<file path="src/hw/rtl/dna_pkg.sv">
package dna_pkg;

    localparam int FRAC_BITS_DEF = 16;
    localparam int WORD          = 32;
    localparam int QBITS         = 32;

    localparam logic [3:0] CMD_ADD  = 4'd0;
    localparam logic [3:0] CMD_SUB  = 4'd1;
    localparam logic [3:0] CMD_MUL  = 4'd2;
    localparam logic [3:0] CMD_DIV  = 4'd3;
    localparam logic [3:0] CMD_NEG  = 4'd4;
    localparam logic [3:0] CMD_CONJ = 4'd5;
    localparam logic [3:0] CMD_INV  = 4'd6;
    localparam logic [3:0] CMD_MAG  = 4'd7;
    localparam logic [3:0] CMD_SQR  = 4'd8;

    // One divider lane: partial remainder, divisor, low dividend bits, quotient
    typedef struct packed {
        logic [62:0] rem;
        logic [62:0] dvsr;
        logic [31:0] xlo;
        logic [31:0] quo;
        logic        ovf;
        logic        neg;
    } lane_t;

    // Results that bypass the divider
    typedef struct packed {
        logic        use_div;
        logic        dz;
        logic        sat;
        logic        eq;
        logic [31:0] rr;
        logic [31:0] rd;
    } side_t;

    typedef struct packed {
        lane_t re;
        lane_t du;
        side_t side;
    } cell_t;

    // Clamp to 32-bit signed range, flag in the top bit
    function automatic logic [32:0] sat32(logic signed [65:0] v);
        logic [32:0] r;
        if (v > 66'sd2147483647) begin
            r = {1'b1, 32'h7fff_ffff};
        end else if (v < -66'sd2147483648) begin
            r = {1'b1, 32'h8000_0000};
        end else begin
            r = {1'b0, v[31:0]};
        end
        return r;
    endfunction

    function automatic logic signed [65:0] to_signed(logic neg, logic [64:0] mag);
        logic signed [65:0] s;
        s = $signed({1'b0, mag});
        return neg ? -s : s;
    endfunction

endpackage

</file>
<file path="src/hw/rtl/dna_back.sv">
module dna_back (
    input  logic           aclk,
    input  logic           aresetn,
    input  logic           in_valid,
    output logic           in_ready,
    input  dna_pkg::cell_t in_data,
    output logic           out_valid,
    input  logic           out_ready,
    output logic [31:0]    res_real,
    output logic [31:0]    res_dual,
    output logic           div_zero,
    output logic           saturated,
    output logic           equal
);

    // Apply sign and clamp a divider quotient
    function automatic logic [32:0] finish(dna_pkg::lane_t l);
        logic [32:0] r;
        if (l.ovf) begin
            r = {1'b1, l.neg ? 32'h8000_0000 : 32'h7fff_ffff};
        end else begin
            r = dna_pkg::sat32(dna_pkg::to_signed(l.neg, 65'(l.quo)));
        end
        return r;
    endfunction

    logic        vld_reg;
    logic [31:0] rr_reg, rd_reg;
    logic        dz_reg, sat_reg, eq_reg;
    logic [32:0] fr, fd;

    assign in_ready = !vld_reg || out_ready;
    assign fr       = finish(in_data.re);
    assign fd       = finish(in_data.du);

    // Hold the result until taken
    always_ff @(posedge aclk) begin
        if (!aresetn) begin
            vld_reg <= 1'b0;
        end else if (in_ready) begin
            vld_reg <= in_valid;
        end
        if (in_ready && in_valid) begin
            dz_reg <= in_data.side.dz;
            eq_reg <= in_data.side.eq;
            if (in_data.side.use_div) begin
                rr_reg  <= fr[31:0];
                rd_reg  <= fd[31:0];
                sat_reg <= fr[32] | fd[32];
            end else begin
                rr_reg  <= in_data.side.rr;
                rd_reg  <= in_data.side.rd;
                sat_reg <= in_data.side.sat;
            end
        end
    end

    assign out_valid = vld_reg;
    assign res_real  = rr_reg;
    assign res_dual  = rd_reg;
    assign div_zero  = dz_reg;
    assign saturated = sat_reg;
    assign equal     = eq_reg;

endmodule

</file>
<file path="config.mk">
export PLATFORM = sky130hd
export DESIGN_NAME = dna_back
export DESIGN_NICKNAME = d
export VERILOG_FILES = /design/src/hw/rtl/dna_pkg.sv /design/src/hw/rtl/dna_back.sv
export SDC_FILE = /design/constraint.sdc
export NUM_CORES = 1
export LEC_CHECK = 0
export BUFFER_PORTS_ARGS = -buffer_cell sky130_fd_sc_hd__buf_4
export CAP_MARGIN = 30
export CORE_AREA = 5 5 202 204
export CTS_CLUSTER_DIAMETER = 60
export CTS_CLUSTER_SIZE = 14
export DETAILED_ROUTE_END_ITERATION = 8
export DIE_AREA = 0 0 207 209
export PLACE_DENSITY = 0.34
export SETUP_SLACK_MARGIN = 0.1
export SLEW_MARGIN = 20
export SYNTH_ARGS = -nofsm -noshare
export SYNTH_HDL_FRONTEND = slang
export SYNTH_SLANG_ARGS = --single-unit
</file>
<file path="constraint.sdc">
create_clock -name aclk -period 2.6 [get_ports aclk]
set_input_delay 0.13 -clock aclk [delete_from_list [all_inputs] [get_ports aclk]]
set_output_delay 0.13 -clock aclk [all_outputs]
set_load 0.01 [all_outputs]
</file>
==> parameters.txt <==
Parameter                              Value

Run status
  Run status ... completed

Critical path
  Critical path type ... in2reg
  Crit path max fanout ... 8
  Critical path data arrival time ... 2550 ps
  Max incr delay on CP ... 440 ps
  Cell Chain, Critical Path ... buf_4 > nor4_4 > nand4b_1 > or4_4 > nor3_2 > ha_1 > mux2i_2 > nand3_4 > a31o_4 > o22a_1
  CP top delay family ... simple AND/OR/NAND/NOR gates
  Endpoint class of the critical path ... register
  Critical Path Slowest Stage Cell ... sky130_fd_sc_hd__or4_4
  Startpoint types ... primary input
  Required @ worst endpoint ... 2700 ps
  CP Buf/Inv Count ... 1

Final layout
  Final net count ... 1236
  Share of post-route cells with drive strength above 1 ... 0.442
  Fillers ... 4426
  Layout overhead on the synthesized area ... 68.8%
  Core utilization of the finished layout ... 0.204
  Final cell count without fillers ... 1306
  Number of diodes added for antenna fixing ... 0
  Area of combinational cells with multiple inputs ... 2610 µm²
  Reg area ... 2030 µm²

Logic synthesis
  Fraction of the yosys area taken by sequential cells ... 0.429
  Mean instance size in the synthesized netlist ... 9.69 µm²
  Flops & latches, synth ... 68
  Net count after synthesis ... 949
  Top-count cell post-synth ... sky130_fd_sc_hd__edfxtp_1
  Number of instances in the synthesized netlist ... 489
  Distinct cell type count of the synthesized netlist ... 51
  Most frequently used flop master after synthesis ... sky130_fd_sc_hd__edfxtp_1
  Number of warnings reported in the yosys synthesis log ... 0
  Async set-or-reset flop fraction in the synthesized netlist ... 0
  Portion of synthesized cell area occupied by the leading cell type ... 0.425
  Top cells by area, synth ... sky130_fd_sc_hd__edfxtp_1, sky130_fd_sc_hd__xor2_1, sky130_fd_sc_hd__o22a_1
  Synth area leader ... sky130_fd_sc_hd__edfxtp_1
  Cell Area, Synth ... 4740 µm²
  Number of enable flip-flop cells after synthesis ... 67
  Most instantiated cells after synthesis ... sky130_fd_sc_hd__edfxtp_1, sky130_fd_sc_hd__nor2_1, sky130_fd_sc_hd__o21ai_0

Timing
  Transition time of the tightest slew-check pin ... 954 ps
  Top achievable clock speed ... 0.408 GHz
  Setup repair after global routing missed its margin ... yes
  Max-Slew Margin vs Limit ... 0.358
  Post-route clock period utilization ... 0.942
  Number of max-slew violations in the final report ... 0
  Final count of hold timing violations ... 0
  Minimum clock period ... 2450 ps
  Final worst clock skew ... 5.21 ps
  Final setup violating endpoints ... 0

Route
  1st-iter DRT viols ... 188
  Count of vias placed by the detailed router ... 4997
  Number of detailed-routing iterations run before antenna repair ... 4
  DRC violation count after routing ... 0
  Post-detailed-routing wire length ... 24300 µm
  Residual antenna-violating net count after detailed routing ... 0
  Per-cell routed wire length ... 18.6 µm
  Detailed-route vias per instance ... 3.83

Global routing
  Remaining Overflow, GRT ... 0
  Global-route total usage across every layer ... 0.109
  Pin count of the biggest net entering global routing ... 68
  Antenna violations before repair ... 2
  Global-route wire length before repair ... 35800 µm
  Via count of the first global-routing pass ... 5457

Place
  Placed Cells ... 1285
  Number of I/O port buffers ... 208
  Routability congestion estimate ... 0.789
  Placed wire-length estimate ... 19000 µm

Floorplanning
  Number of placed I/O pins ... 525
  Placeable core area ... 39100 µm²
  Starting Density ... 0.121
  Number of placement rows ... 73
  Die boundary width ... 207 µm
  Y dimension of the die ... 209 µm
  Die area ... 43300 µm²

Power and ir drop
  Worst voltage drop across the vdd grid ... 0.282 mV
  Overall power of the completed layout ... 0.00361 W
  Leakage Power ... 3.17 nW
  Total power divided by cell area ... 452 nW/µm²

Clock network
  Clock Latency Late Sink ... 350 ps
  Clock slew seen by the registers of the worst setup and hold paths ... 60 ps
  CTS Sinks ... 68
  Inserted Clock Buffers ... 9
  Count of H-tree levels built during CTS ... 3
  Bufs on Longest Clock Path ... 2
  Library cell used as clock root buffer ... sky130_fd_sc_hd__clkbuf_16
  Setup fix buffers added after clock tree synthesis ... 0
  TritonCTS clock tree ... done

Job
  Number of max-cap violations ... 0

Hold path
  Class of the tightest hold or removal check ... in2reg
final timing paths:
path,end,cells past startpoint,start,slack [ps]
setup / recovery,res_real[24],10,in_data[278],150
hold / removal,out_valid,2,aresetn,40
setup reg to reg,res_real[25],3,out_valid,1280
hold reg to reg,out_valid,2,out_valid,560
cell type report:
class | instances | share of cell area
sequential | 68 | 0.254
clock buffer | 9 | 0.0282
inverter | 16 | 0.00751
multi-input combinational | 377 | 0.327
timing repair buffer | 304 | 0.292
clock inverter | 7 | 0.00939
tap | 525 | 0.0822
where the power goes:
group	leakage [nW]	switching (W)	total [W]	internal, W
logic	2.37	0.000489	0.000974	0.000485
clock network	0.140	0.000538	0.00129	0.000749
registers	0.652	0.0000312	0.00135	0.00132
registers in the layout, indices dropped and copies added (netlist names):
signal,cells
div_zero,1
equal,1
out_valid,1
res_dual,32
res_real,32
saturated,1
per-stage QoR:
step	worst slack, ps	area, µm²	hold slack, ps	TNS, ps
3_3_place_gp	-345	7550	310	-16960
6_report	150	7990	44.5	0
4_1_cts	100	7950	24.2	0
2_1_floorplan	94.3	4760	229	0
5_1_grt	68.6	7990	41.7	0
3_5_place_dp	-369	7550	314	-16300
worst register-to-register path: stages, from the launching register on:
cell and delay, ps:
sky130_fd_sc_hd__dfxtp_1 310, sky130_fd_sc_hd__nand2b_1 110, sky130_fd_sc_hd__and2_4 170, sky130_fd_sc_hd__buf_12 340
per-layer routing:
metal / routed length, µm / up-vias / GRT usage
li1: - / 2438 / -
met2: 12000 / 176 / 0.192
met5: 32 / - / 0
met3: 2350 / 14 / 0.0524
met1: 9730 / 2365 / 0.124
met4: 178 / 4 / 0.0164
timing repair:
item                                   in CTS  in global routing
gates cloned                                3                  0
pin swaps                                   2                  7
endpoints found under the hold margin       2                  0
resized for setup                           7                 10
hold buffers                                2                  0
setup endpoints to repair                  31                 52
layout by cell type (no fill, tap or decap), drive strengths merged, types with 3 or more instances in the layout:
master and n:
nand2b 4, nand3 6, buf 302, o21ai 48, nor3 6, or3 7
a211oi 6, edfxtp 67, nand2 38, nor4 13, xor2 32, a31o 4
o31ai 13, ha 4, o41ai 19, o211ai 3, a21oi 28, nor2 50
xnor2 26, o22a 31, clkbuf 9, or4 5, nand4 6, inv 18
logic make-up (layout without fill, tap and decap cells):
kind of cell    Yosys count  after routing  synth area share
flops                    68             68             0.429
buf+inv                  47            336            0.0483
xor+xnor                 58             58             0.107
compound gates          161            164             0.238
simple gates            149            149             0.163
fa+ha+maj                 4              4            0.0106
mux                       2              2           0.00423
Power figures use the tool's default switching activity.
