`config.mk`:
```
export PLATFORM = sky130hd
export DESIGN_NAME = dna_div_cell
export DESIGN_NICKNAME = d
export VERILOG_FILES = /design/src/hw/rtl/dna_pkg.sv /design/src/hw/rtl/dna_div_cell.sv
export SDC_FILE = /design/constraint.sdc
export NUM_CORES = 1
export LEC_CHECK = 0
export BUFFER_PORTS_ARGS = -buffer_cell sky130_fd_sc_hd__buf_2
export CORE_AREA = 2 2 356 358
export CTS_CLUSTER_SIZE = 12
export DETAILED_ROUTE_END_ITERATION = 10
export DIE_AREA = 0 0 358 360
export PLACE_DENSITY_LB_ADDON = 0.15
export SLEW_MARGIN = 20
export SYNTH_ARGS = -nofsm -noshare
export SYNTH_HDL_FRONTEND = slang
export SYNTH_SLANG_ARGS = --single-unit
```
`constraint.sdc`:
```
create_clock -name aclk -period 25.1 [get_ports aclk]
set_input_delay 1.255 -clock aclk [delete_from_list [all_inputs] [get_ports aclk]]
set_output_delay 1.255 -clock aclk [all_outputs]
set_load 0.005 [all_outputs]
```
`src/hw/rtl/dna_pkg.sv`:
```
package dna_pkg;

    localparam int FRAC_BITS_DEF = 16;
    localparam int WORD          = 32;
    localparam int QBITS         = 32;

    localparam logic [3:0] CMD_ADD  = 4'd0;
    localparam logic [3:0] CMD_SUB  = 4'd1;
    localparam logic [3:0] CMD_MUL  = 4'd2;
    localparam logic [3:0] CMD_DIV  = 4'd3;
    localparam logic [3:0] CMD_NEG  = 4'd4;
    localparam logic [3:0] CMD_CONJ = 4'd5;
    localparam logic [3:0] CMD_INV  = 4'd6;
    localparam logic [3:0] CMD_MAG  = 4'd7;
    localparam logic [3:0] CMD_SQR  = 4'd8;

    // One divider lane: partial remainder, divisor, low dividend bits, quotient
    typedef struct packed {
        logic [62:0] rem;
        logic [62:0] dvsr;
        logic [31:0] xlo;
        logic [31:0] quo;
        logic        ovf;
        logic        neg;
    } lane_t;

    // Results that bypass the divider
    typedef struct packed {
        logic        use_div;
        logic        dz;
        logic        sat;
        logic        eq;
        logic [31:0] rr;
        logic [31:0] rd;
    } side_t;

    typedef struct packed {
        lane_t re;
        lane_t du;
        side_t side;
    } cell_t;

    // Clamp to 32-bit signed range, flag in the top bit
    function automatic logic [32:0] sat32(logic signed [65:0] v);
        logic [32:0] r;
        if (v > 66'sd2147483647) begin
            r = {1'b1, 32'h7fff_ffff};
        end else if (v < -66'sd2147483648) begin
            r = {1'b1, 32'h8000_0000};
        end else begin
            r = {1'b0, v[31:0]};
        end
        return r;
    endfunction

    function automatic logic signed [65:0] to_signed(logic neg, logic [64:0] mag);
        logic signed [65:0] s;
        s = $signed({1'b0, mag});
        return neg ? -s : s;
    endfunction

endpackage

```
`src/hw/rtl/dna_div_cell.sv`:
```
module dna_div_cell (
    input  logic           aclk,
    input  logic           aresetn,
    input  logic           in_valid,
    output logic           in_ready,
    input  dna_pkg::cell_t in_data,
    output logic           out_valid,
    input  logic           out_ready,
    output dna_pkg::cell_t out_data
);

    // One restoring step: shift in a dividend bit, subtract if it fits
    function automatic dna_pkg::lane_t step(dna_pkg::lane_t l);
        dna_pkg::lane_t n;
        logic [63:0]    t;
        logic           fit;
        t      = {l.rem, l.xlo[31]};
        fit    = t >= {1'b0, l.dvsr};
        n      = l;
        n.rem  = fit ? 63'(t - {1'b0, l.dvsr}) : t[62:0];
        n.xlo  = {l.xlo[30:0], 1'b0};
        n.quo  = {l.quo[30:0], fit};
        return n;
    endfunction

    logic           vld_reg;
    dna_pkg::cell_t data_reg;

    assign in_ready = !vld_reg || out_ready;

    // Advance one quotient bit per cell
    always_ff @(posedge aclk) begin
        if (!aresetn) begin
            vld_reg <= 1'b0;
        end else if (in_ready) begin
            vld_reg <= in_valid;
        end
        if (in_ready && in_valid) begin
            data_reg.re   <= step(in_data.re);
            data_reg.du   <= step(in_data.du);
            data_reg.side <= in_data.side;
        end
    end

    assign out_valid = vld_reg;
    assign out_data  = data_reg;

endmodule

```
==> flow_summary.ini, run 1 <==
[clock_tree]
clockRootBuffer = clkbuf_16
htreeDepth = 2
clock_latency_ps = 670
ctsHoldBuffers = 0
tritoncts = done
clkSinkCount = 451
cts-buffers-inserted = 58
cts_resized = 0
postCtsSetupBuffers = 0
clockBufferDepth = 3
path_clk_slew_ps = 60

[placed_design]
place_congestion = 0.859
port_buffers = 905
dp_slack_ps = 19450
hpwl_um = 85800
placed_cells_incl_taps = 4437

[global_route]
grt_pass1_wl_um = 142000
grt_max_degree = 74
grt_antenna_before_repair = 59
track_usage = 0.154
met1_usage = 0.183
grt_use_met3 = 0.0641
globalRouteOverflowTotal = 0
grt_pass1_vias = 18800
global_route.peak_usage_layer = met2
grtUsageMet2 = 0.255

[routing]
drc = 0
vias_per_cell = 4.12
drtIter0Drc = 1167
num_vias = 18800
wl_per_cell_um = 22.7
dr.pass1.iters = 5
ant_nets = 0
routed_wl_um = 104000

[run_status]
outcome = completed

[final_layout]
fin_nets = 3431
area_growth_pct = 36.3
mostFrequentLayoutCell = buf_2
mostFrequentLayoutCells = buf_2 (905), edfxtp_1 (450), nand2_1 (220)
multi_input_area_um2 = 8350
fill_cells = 13600
post-route-util = 0.249
drive_above_1_share = 0.362
seq_area_um2 = 13500
stdcell_count = 4558

[power]
power-per-cell-area_nw_per_um2 = 70.1
leakage_nw = 13.2
ir_drop_mv = 0.0511

[critical_path]
crit_buf_inv = 2
timing.rr.end = out_data[219]$_DFFE_PP_
start_kind = input port
cpLargestDelayFamily = compound AO/OA/AOI/OAI gates
timing.critical_path.mode_cell = o21ai_1
cp.depth = 14
max_stage_delay_ps = 1080
crit_arrival_ps = 5340
path_max_fanout = 5
reg2reg_slack_ps = 21440
r2r_start = out_valid$_SDFFE_PN0N_
worstSetupEndpoint = out_data[450]$_DFFE_PP_
cp_slowest_cell = a311oi_1
worstSetupPathType = input port to flop
reg2reg_depth = 5
startpoint = in_data[327]
worstSetupEndpointType = flop
crit_chain = buf_2, inv_1, ha_1, nor2b_1, o21bai_1, a31oi_2, a211oi_2, o21ai_0, a311oi_1, o21ai_2, o221ai_1, o21ai_1, xnor2_1, o21ai_1
required_ps = 25490

[yosys]
ys.flop_type = edfxtp_1
ys_ff_latch = 451
synth_edf_count = 450
syn_area_um2 = 22800
synth_cells = 1938
synthArstFlopShare = 0
yosysUniqueCellTypes = 85
yosys_warnings = 0
synth.avg_cell_area_um2 = 11.8
ys_seq_area_frac = 0.594

[timing]
whs_ps = 533
fin_crit_sh = 0.197
worst_pin_slew_ps = 1160
max-slew-margin-rel = 0.224
layout_min_cycle_time_ps = 4950
fmax_mhz = 202
skew_ps = 43.3
setup_viol = 0
hold_violations = 0
rsz0062_at_grt = no
fin_ws_ps = 20150
drv_slew = 0
fin_tns_setup_ps = 0

[floorplan]
initial_core_util = 0.183
dieHeight_um = 360
dieArea_um2 = 129000
fp-row-count = 130
io_pins = 910
core_um2 = 125000
die_x_um = 358

[job]
cap_violations = 0

[hold_path]
holdCritPathClass = flop to flop
worst min-delay path by stage:
stage,from,to,slack [ps],depth (start not counted)
floorplan,out_valid$_SDFFE_PN0N_,out_valid$_SDFFE_PN0N_,540,2
global placement,out_valid$_SDFFE_PN0N_,out_valid$_SDFFE_PN0N_,540,2
detailed placement,out_valid$_SDFFE_PN0N_,out_valid$_SDFFE_PN0N_,530,2
CTS,out_valid$_SDFFE_PN0N_,out_valid$_SDFFE_PN0N_,540,2
global route,out_valid$_SDFFE_PN0N_,out_valid$_SDFFE_PN0N_,600,2
finish,out_valid$_SDFFE_PN0N_,out_valid$_SDFFE_PN0N_,530,2
cell usage after synthesis (13+ instances only):
master | n | area share
o21ai_0 | 157 | 0.034
inv_1 | 153 | 0.025
xor2_1 | 50 | 0.019
buf_2 | 13 | 0.0029
edfxtp_1 | 450 | 0.59
nand3_1 | 21 | 0.0046
nor2_1 | 101 | 0.017
nor3_1 | 22 | 0.0048
o21bai_1 | 29 | 0.0095
nand2b_1 | 15 | 0.0041
a21oi_1 | 132 | 0.029
ha_1 | 126 | 0.069
a31oi_1 | 17 | 0.0047
xnor2_1 | 66 | 0.025
o21ai_1 | 29 | 0.0064
and3_1 | 14 | 0.0038
nor2b_1 | 14 | 0.0038
nand4_1 | 26 | 0.0071
a21o_1 | 65 | 0.021
o21a_1 | 14 | 0.0046
nand2_1 | 220 | 0.036
clkbuf_1 | 42 | 0.0069
per-stage QoR:
stage | power, mW | cell area [µm²]
after floorplan | 1.18 | 22800
after global placement | 1.36 | 29100
after detailed placement | 1.36 | 29100
after CTS | 2.22 | 31000
after global routing | 2.29 | 31100
final | 2.18 | 31100
cell type report:
class	count	area share
Clock inverter	45	0.0138
Clock buffer	63	0.0473
Sequential cell	451	0.436
Antenna cell	13	0.00105
Inverter	154	0.0186
Tap cell	1650	0.0664
Multi-Input combinational cell	1266	0.269
Timing Repair Buffer	916	0.148
kinds of logic after synthesis:
family                   Yosys count  synth area share
AO/OA/AOI/OAI                    544             0.154
multiplexers                       4           0.00192
adder cells (fa/ha/maj)          128            0.0709
AND/OR/NAND/NOR                  472            0.0939
other                              1          0.000164
flip-flops                       451             0.594
XOR/XNOR                         116            0.0446
buffers and inverters            222            0.0407
power by group:
group | total (mW) | switching [mW] | internal, mW | leakage, nW
combinational | 0.414 | 0.254 | 0.161 | 7.93
sequential | 0.923 | 0.0148 | 0.908 | 4.37
clock | 0.842 | 0.366 | 0.477 | 0.926
total | 2.18 | 0.634 | 1.55 | 13.2
registers in the layout (all words and copies together), names as in the netlist:
register   count
out_data     450
out_valid      1
worst register-to-register path, stage by stage (launching register included):
cell,delay (ps)
dfxtp_1,310
nand2b_1,100
and2_4,600
buf_4,710
buf_4,720
buf_4,820
routing by layer:
layer / part of all wire / vias to the layer above / wire length, µm
li1: - / 8969 / -
met1: 0.40 / 8904 / 41900
met2: 0.47 / 685 / 48700
met3: 0.10 / 157 / 10600
met4: 0.020 / 54 / 2070
met5: 0.0034 / - / 350
Power figures use the tool's default switching activity.
==> run 2, diff against run 1 <==
Settings changed: ABC_AREA set to 1, CORE_AREA 2 2 356 358 to 2 2 359 361, DIE_AREA 0 0 358 360 to 0 0 361 363.
Clock period 25.1 ns to 4.4 ns, I/O delays scaled along.
==> run 2 against run 1 <==
  * Combinational power rose to 7.8 times the previous value
  * Wire length up 23%
  * Clock skew fell by 30 ps
  * Clock power grew to 5.2 times the previous value
  * Largest cell class unchanged
==> flow_summary.ini, run 2 <==
[routing]
num_vias = 27200
ant_nets = 0
drtIter0Drc = 1893
routed_wl_um = 127000
vias_per_cell = 4.08
dr.pass1.iters = 6
wl_per_cell_um = 19.0
drc = 0

[timing]
drv_slew = 0
fin_ws_ps = 998
setup_viol = 0
rsz0062_at_grt = no
layout_min_cycle_time_ps = 3400
max-slew-margin-rel = 0.341
fin_tns_setup_ps = 0
fmax_mhz = 294
hold_violations = 0
worst_pin_slew_ps = 989
skew_ps = 13.3
whs_ps = 46.8
fin_crit_sh = 0.773

[global_route]
grt_pass1_wl_um = 181000
track_usage = 0.187
grt_antenna_before_repair = 24
globalRouteOverflowTotal = 0
grt_max_degree = 130
grt_pass1_vias = 26600

[clock_tree]
clockBufferDepth = 3
cts-buffers-inserted = 55
htreeDepth = 2
tritoncts = done
clkSinkCount = 451
ctsHoldBuffers = 449
path_clk_slew_ps = 60
clock_latency_ps = 670
cts_resized = 0
clockRootBuffer = clkbuf_16
postCtsSetupBuffers = 0

[yosys]
synth_common_cells = nand2_1 (1478), inv_1 (791), edfxtp_1 (450)
synth_edf_count = 450
ys_seq_area_frac = 0.492
yosysTopAreaCellShare = 0.492
ys.flop_type = edfxtp_1
syn_area_um2 = 27500
synthTopCellsByArea = edfxtp_1 (49%), nand2_1 (20%), inv_1 (11%), ha_1 (5.7%), nand3_1 (3.2%)
synth.avg_cell_area_um2 = 7.73
yosysUniqueCellTypes = 37
ys_ff_latch = 451
yosys_warnings = 0
synthArstFlopShare = 0
synth_cells = 3557
synth.largest_area_cell = edfxtp_1
synthMostInstantiatedCell = nand2_1

[placed_design]
port_buffers = 905
dp_slack_ps = 801
hpwl_um = 106000
place_congestion = 0.906
placed_cells_incl_taps = 6112

[critical_path]
timing.rr.end = out_data[204]$_DFFE_PP_
r2r_start = out_valid$_SDFFE_PN0N_
start_kind = input port
worstSetupPathType = input port to flop
crit_arrival_ps = 3800
path_max_fanout = 36
worstSetupEndpointType = flop
required_ps = 4800
reg2reg_slack_ps = 2350
reg2reg_depth = 3

[run_status]
outcome = completed

[hold_path]
min_to = out_data[389]$_DFFE_PP_
min_from = in_data[325]
holdPathStages = 3
holdCritPathClass = input port to flop

[floorplan]
initial_core_util = 0.216
io_pins = 910
core_um2 = 127000
die_x_um = 361
fp-row-count = 131
dieArea_um2 = 131000
dieHeight_um = 363

[final_layout]
post-route-util = 0.317
stdcell_count = 6667
mostFrequentLayoutCell = nand2_1
drive_above_1_share = 0.211
largest_register_ffs = 450
area_growth_pct = 46.3
fin_nets = 5540
mostFrequentLayoutCells = nand2_1 (1478), buf_2 (905), inv_1 (791)

[power]
internal_power_mw = 8.80
leakage_nw = 20.9
seq_power_share = 0.407
p_switching_mw = 4.08
power-per-cell-area_nw_per_um2 = 320
swShare = 0.317
ir_drop_mv = 0.299
clock_power_share = 0.341
p_comb_frac = 0.251

[job]
cap_violations = 0
## run 2: area by class of cell
type,count,area [µm²]
Fill cell,13800,86800
Sequential cell,451,13500
Multi-Input combinational cell,2277,10700
Timing Repair Buffer,1369,9190
Inverter,802,3010
Tap cell,1662,2080
Clock buffer,67,1420
Clock inverter,29,263
Antenna cell,10,25.0
## run 2: kinds of logic after synthesis
family                   Yosys count  share of synthesized area
other                              1                   0.000136
adder cells (fa/ha/maj)          128                     0.0588
AO/OA/AOI/OAI                    104                     0.0195
XOR/XNOR                          60                     0.0191
AND/OR/NAND/NOR                 1983                      0.291
flip-flops                       451                      0.492
buffers and inverters            830                      0.119
## run 2: routing by layer
layer / vias to the layer above / part of all wire / global-route usage
li1: 13700 / - / -
met1: 12500 / 0.46 / 0.257
met2: 871 / 0.44 / 0.297
met3: 130 / 0.071 / 0.0435
met4: 16 / 0.023 / 0.0433
met5: - / 0.00083 / 0
## run 2: power by group through the flow
stage	logic (mW)	registers [mW]	clock network, mW
global route	3.60	5.28	4.72
finish	3.23	5.25	4.40
floorplan	1.49	5.45	0
detailed placement	2.92	5.33	0
CTS	3.28	5.25	4.58
global placement	2.92	5.33	0
## run 2: worst max-delay path by stage
stage / depth (start not counted) / start / slack [ps] / end
2_1_floorplan: 2 / out_ready / -3890 / out_data[0]$_DFFE_PP_
3_3_place_gp: 19 / in_data[325] / 770 / out_data[423]$_DFFE_PP_
3_5_place_dp: 19 / in_data[325] / 800 / out_data[429]$_DFFE_PP_
4_1_cts: 14 / in_data[387] / 950 / out_data[422]$_DFFE_PP_
5_1_grt: 18 / in_data[369] / 600 / out_data[418]$_DFFE_PP_
6_report: 19 / in_data[326] / 1000 / out_data[418]$_DFFE_PP_
## run 2: metrics by stage
step,cell area [µm²],total power [mW]
after global placement,34000,8.25
after detailed placement,34000,8.25
final,40200,12.9
after CTS,40200,13.1
after global routing,40200,13.6
after floorplan,27500,6.94
## run 2: critical path, cell delays in order
cell and delay [ps]:
dlygate4sd3_1 550, buf_2 170, ha_1 220, fa_1 360, inv_1 120, nand2_1 80, nand2_1 80, nand3_1 80
nand2_2 140, nand2_1 80, nand2_2 160, nand2_2 80, nand3_2 80, nand2_2 70, nand2_4 320, inv_2 440
buf_4 380, nand2_1 90, nand2_1 50
==> run 3, diff against run 2 <==
Settings changed: CORE_AREA 2 2 359 361 to 2 2 358 360, DIE_AREA 0 0 361 363 to 0 0 360 362.
Clock period 4.4 ns to 3.4 ns, I/O delays scaled along.
==> run 3 against run 2 <==
  * Global-route usage is 0.16 points higher
  * Die area shrank 0.55%
  * Critical path depth is 1 higher
==> flow_summary.ini, run 3 (synthesized netlist as in run 2, its figures left out) <==
[global_route]
grt_antenna_before_repair = 15
grt_max_degree = 127
track_usage = 0.189
globalRouteOverflowTotal = 0
grt_pass1_wl_um = 181000
grt_pass1_vias = 26500

[clock_tree]
clockRootBuffer = clkbuf_16
clkSinkCount = 451
path_clk_slew_ps = 60
htreeDepth = 2
clock_latency_ps = 670
cts-buffers-inserted = 56
tritoncts = done
cts_resized = 0
clockBufferDepth = 3

[placed_design]
placed_cells_incl_taps = 6122
port_buffers = 905
hpwl_um = 107000
place_congestion = 0.912

[floorplan]
io_pins = 910
core_um2 = 127000
fp-row-count = 131
die_x_um = 360
dieHeight_um = 362
dieArea_um2 = 130000
initial_core_util = 0.217

[power]
internal_power_mw = 11.6
p_comb_frac = 0.249
leakage_nw = 21.0
clock_power_share = 0.349
power-per-cell-area_nw_per_um2 = 418
ir_drop_mv = 0.358
swShare = 0.316
p_switching_mw = 5.34
fin_total_pwr_mw = 16.9
seq_power_share = 0.402

[timing]
layout_min_cycle_time_ps = 2920
fin_tns_setup_ps = 0
skew_ps = 24.0
worst_pin_slew_ps = 936
whs_ps = 142
fin_crit_sh = 0.858
setup_viol = 0
max-slew-margin-rel = 0.376
fmax_mhz = 343
drv_slew = 0
rsz0062_at_grt = no
hold_violations = 0

[job]
cap_violations = 0

[critical_path]
worstSetupPathType = input port to flop
max_stage_delay_ps = 600
crit_chain = dlygate4sd3_1, buf_2, inv_1, ha_1, fa_1, inv_1, nand2_1, nand2_1, nand3_1, nand2_2, nand2_1, nand2_2, nand2_2, nand3_2, nand2_2, nand2_4, inv_2, buf_4, nand2_1, nand2_1
start_kind = input port
required_ps = 3790
cp_slowest_cell = dlygate4sd3_1
path_max_fanout = 41
crit_buf_inv = 6
worstSetupEndpointType = flop
cpLargestDelayFamily = simple AND/OR/NAND/NOR gates
crit_arrival_ps = 3310
timing.critical_path.mode_cell = nand2_1

[routing]
vias_per_cell = 4.07
dr.pass1.iters = 6
drtIter0Drc = 2153
ant_nets = 0
num_vias = 27200
routed_wl_um = 127000
wl_per_cell_um = 19.1
drc = 0

[final_layout]
seq_area_um2 = 13500
largest_register_ffs = 450
multi_input_area_um2 = 10700
area_growth_pct = 47.1
fill_cells = 13800
drive_above_1_share = 0.212
mostFrequentLayoutCell = nand2_1
stdcell_count = 6683
mostFrequentLayoutCells = nand2_1 (1478), buf_2 (905), inv_1 (791)
fin_nets = 5552

[hold_path]
holdCritPathClass = input port to flop

[run_status]
outcome = completed
## run 3: per-stage QoR
stage          utilization  setup WS (ps)  instance area (µm²)
6_report             0.319            482                40400
5_1_grt              0.319            231                40400
4_1_cts              0.319            437                40400
3_5_place_dp         0.269            351                34100
3_3_place_gp         0.269            349                34100
2_1_floorplan            -          -4840                27500
## run 3: path summary, 6_finish.rpt
kind | startpoint | endpoint | slack, ps | cells after the start
worst max register to register | out_valid$_SDFFE_PN0N_ | out_data[1]$_DFFE_PP_ | 1560 | 3
worst min-delay path | in_valid | out_data[437]$_DFFE_PP_ | 140 | 4
worst max-delay path | in_data[325] | out_data[407]$_DFFE_PP_ | 480 | 20
worst min register to register | out_valid$_SDFFE_PN0N_ | out_data[437]$_DFFE_PP_ | 850 | 2
## run 3: layout make-up
type | count | area share
diodes | 6 | 0.000371
flip-flops and latches | 451 | 0.335
inverters | 802 | 0.0745
repair buffers | 1380 | 0.231
well taps | 1662 | 0.0514
clock inverters | 35 | 0.00771
clock buffers | 70 | 0.0360
multi-input cells | 2277 | 0.265
## run 3: worst min-delay path, stage by stage
cell and delay, ps:
buf_2 100, inv_1 100, a21oi_4 70, buf_12 170
## run 3: repair_timing
item / in CTS / in global routing
setup buffers: 0 / 0
endpoints found under the hold margin: 449 / 0
hold buffers: 450 / 0
## run 3: layer usage
metal | up-vias | part of all wire | GRT usage
met4 | 14 | 0.014 | 0.0313
li1 | 13800 | - | -
met5 | - | 0.00071 | 0
met3 | 96 | 0.065 | 0.0392
met1 | 12500 | 0.47 | 0.261
met2 | 867 | 0.45 | 0.307
## run 3: power by group through the flow
| stage | sequential (mW) | combinational, mW | clock, mW |
|---|---|---|---|
| floorplan | 7.05 | 1.93 | 0 |
| global placement | 6.91 | 3.81 | 0 |
| CTS | 6.80 | 4.26 | 6.11 |
| global route | 6.84 | 4.67 | 6.30 |
| finish | 6.80 | 4.21 | 5.89 |
| detailed placement | 6.91 | 3.81 | 0 |
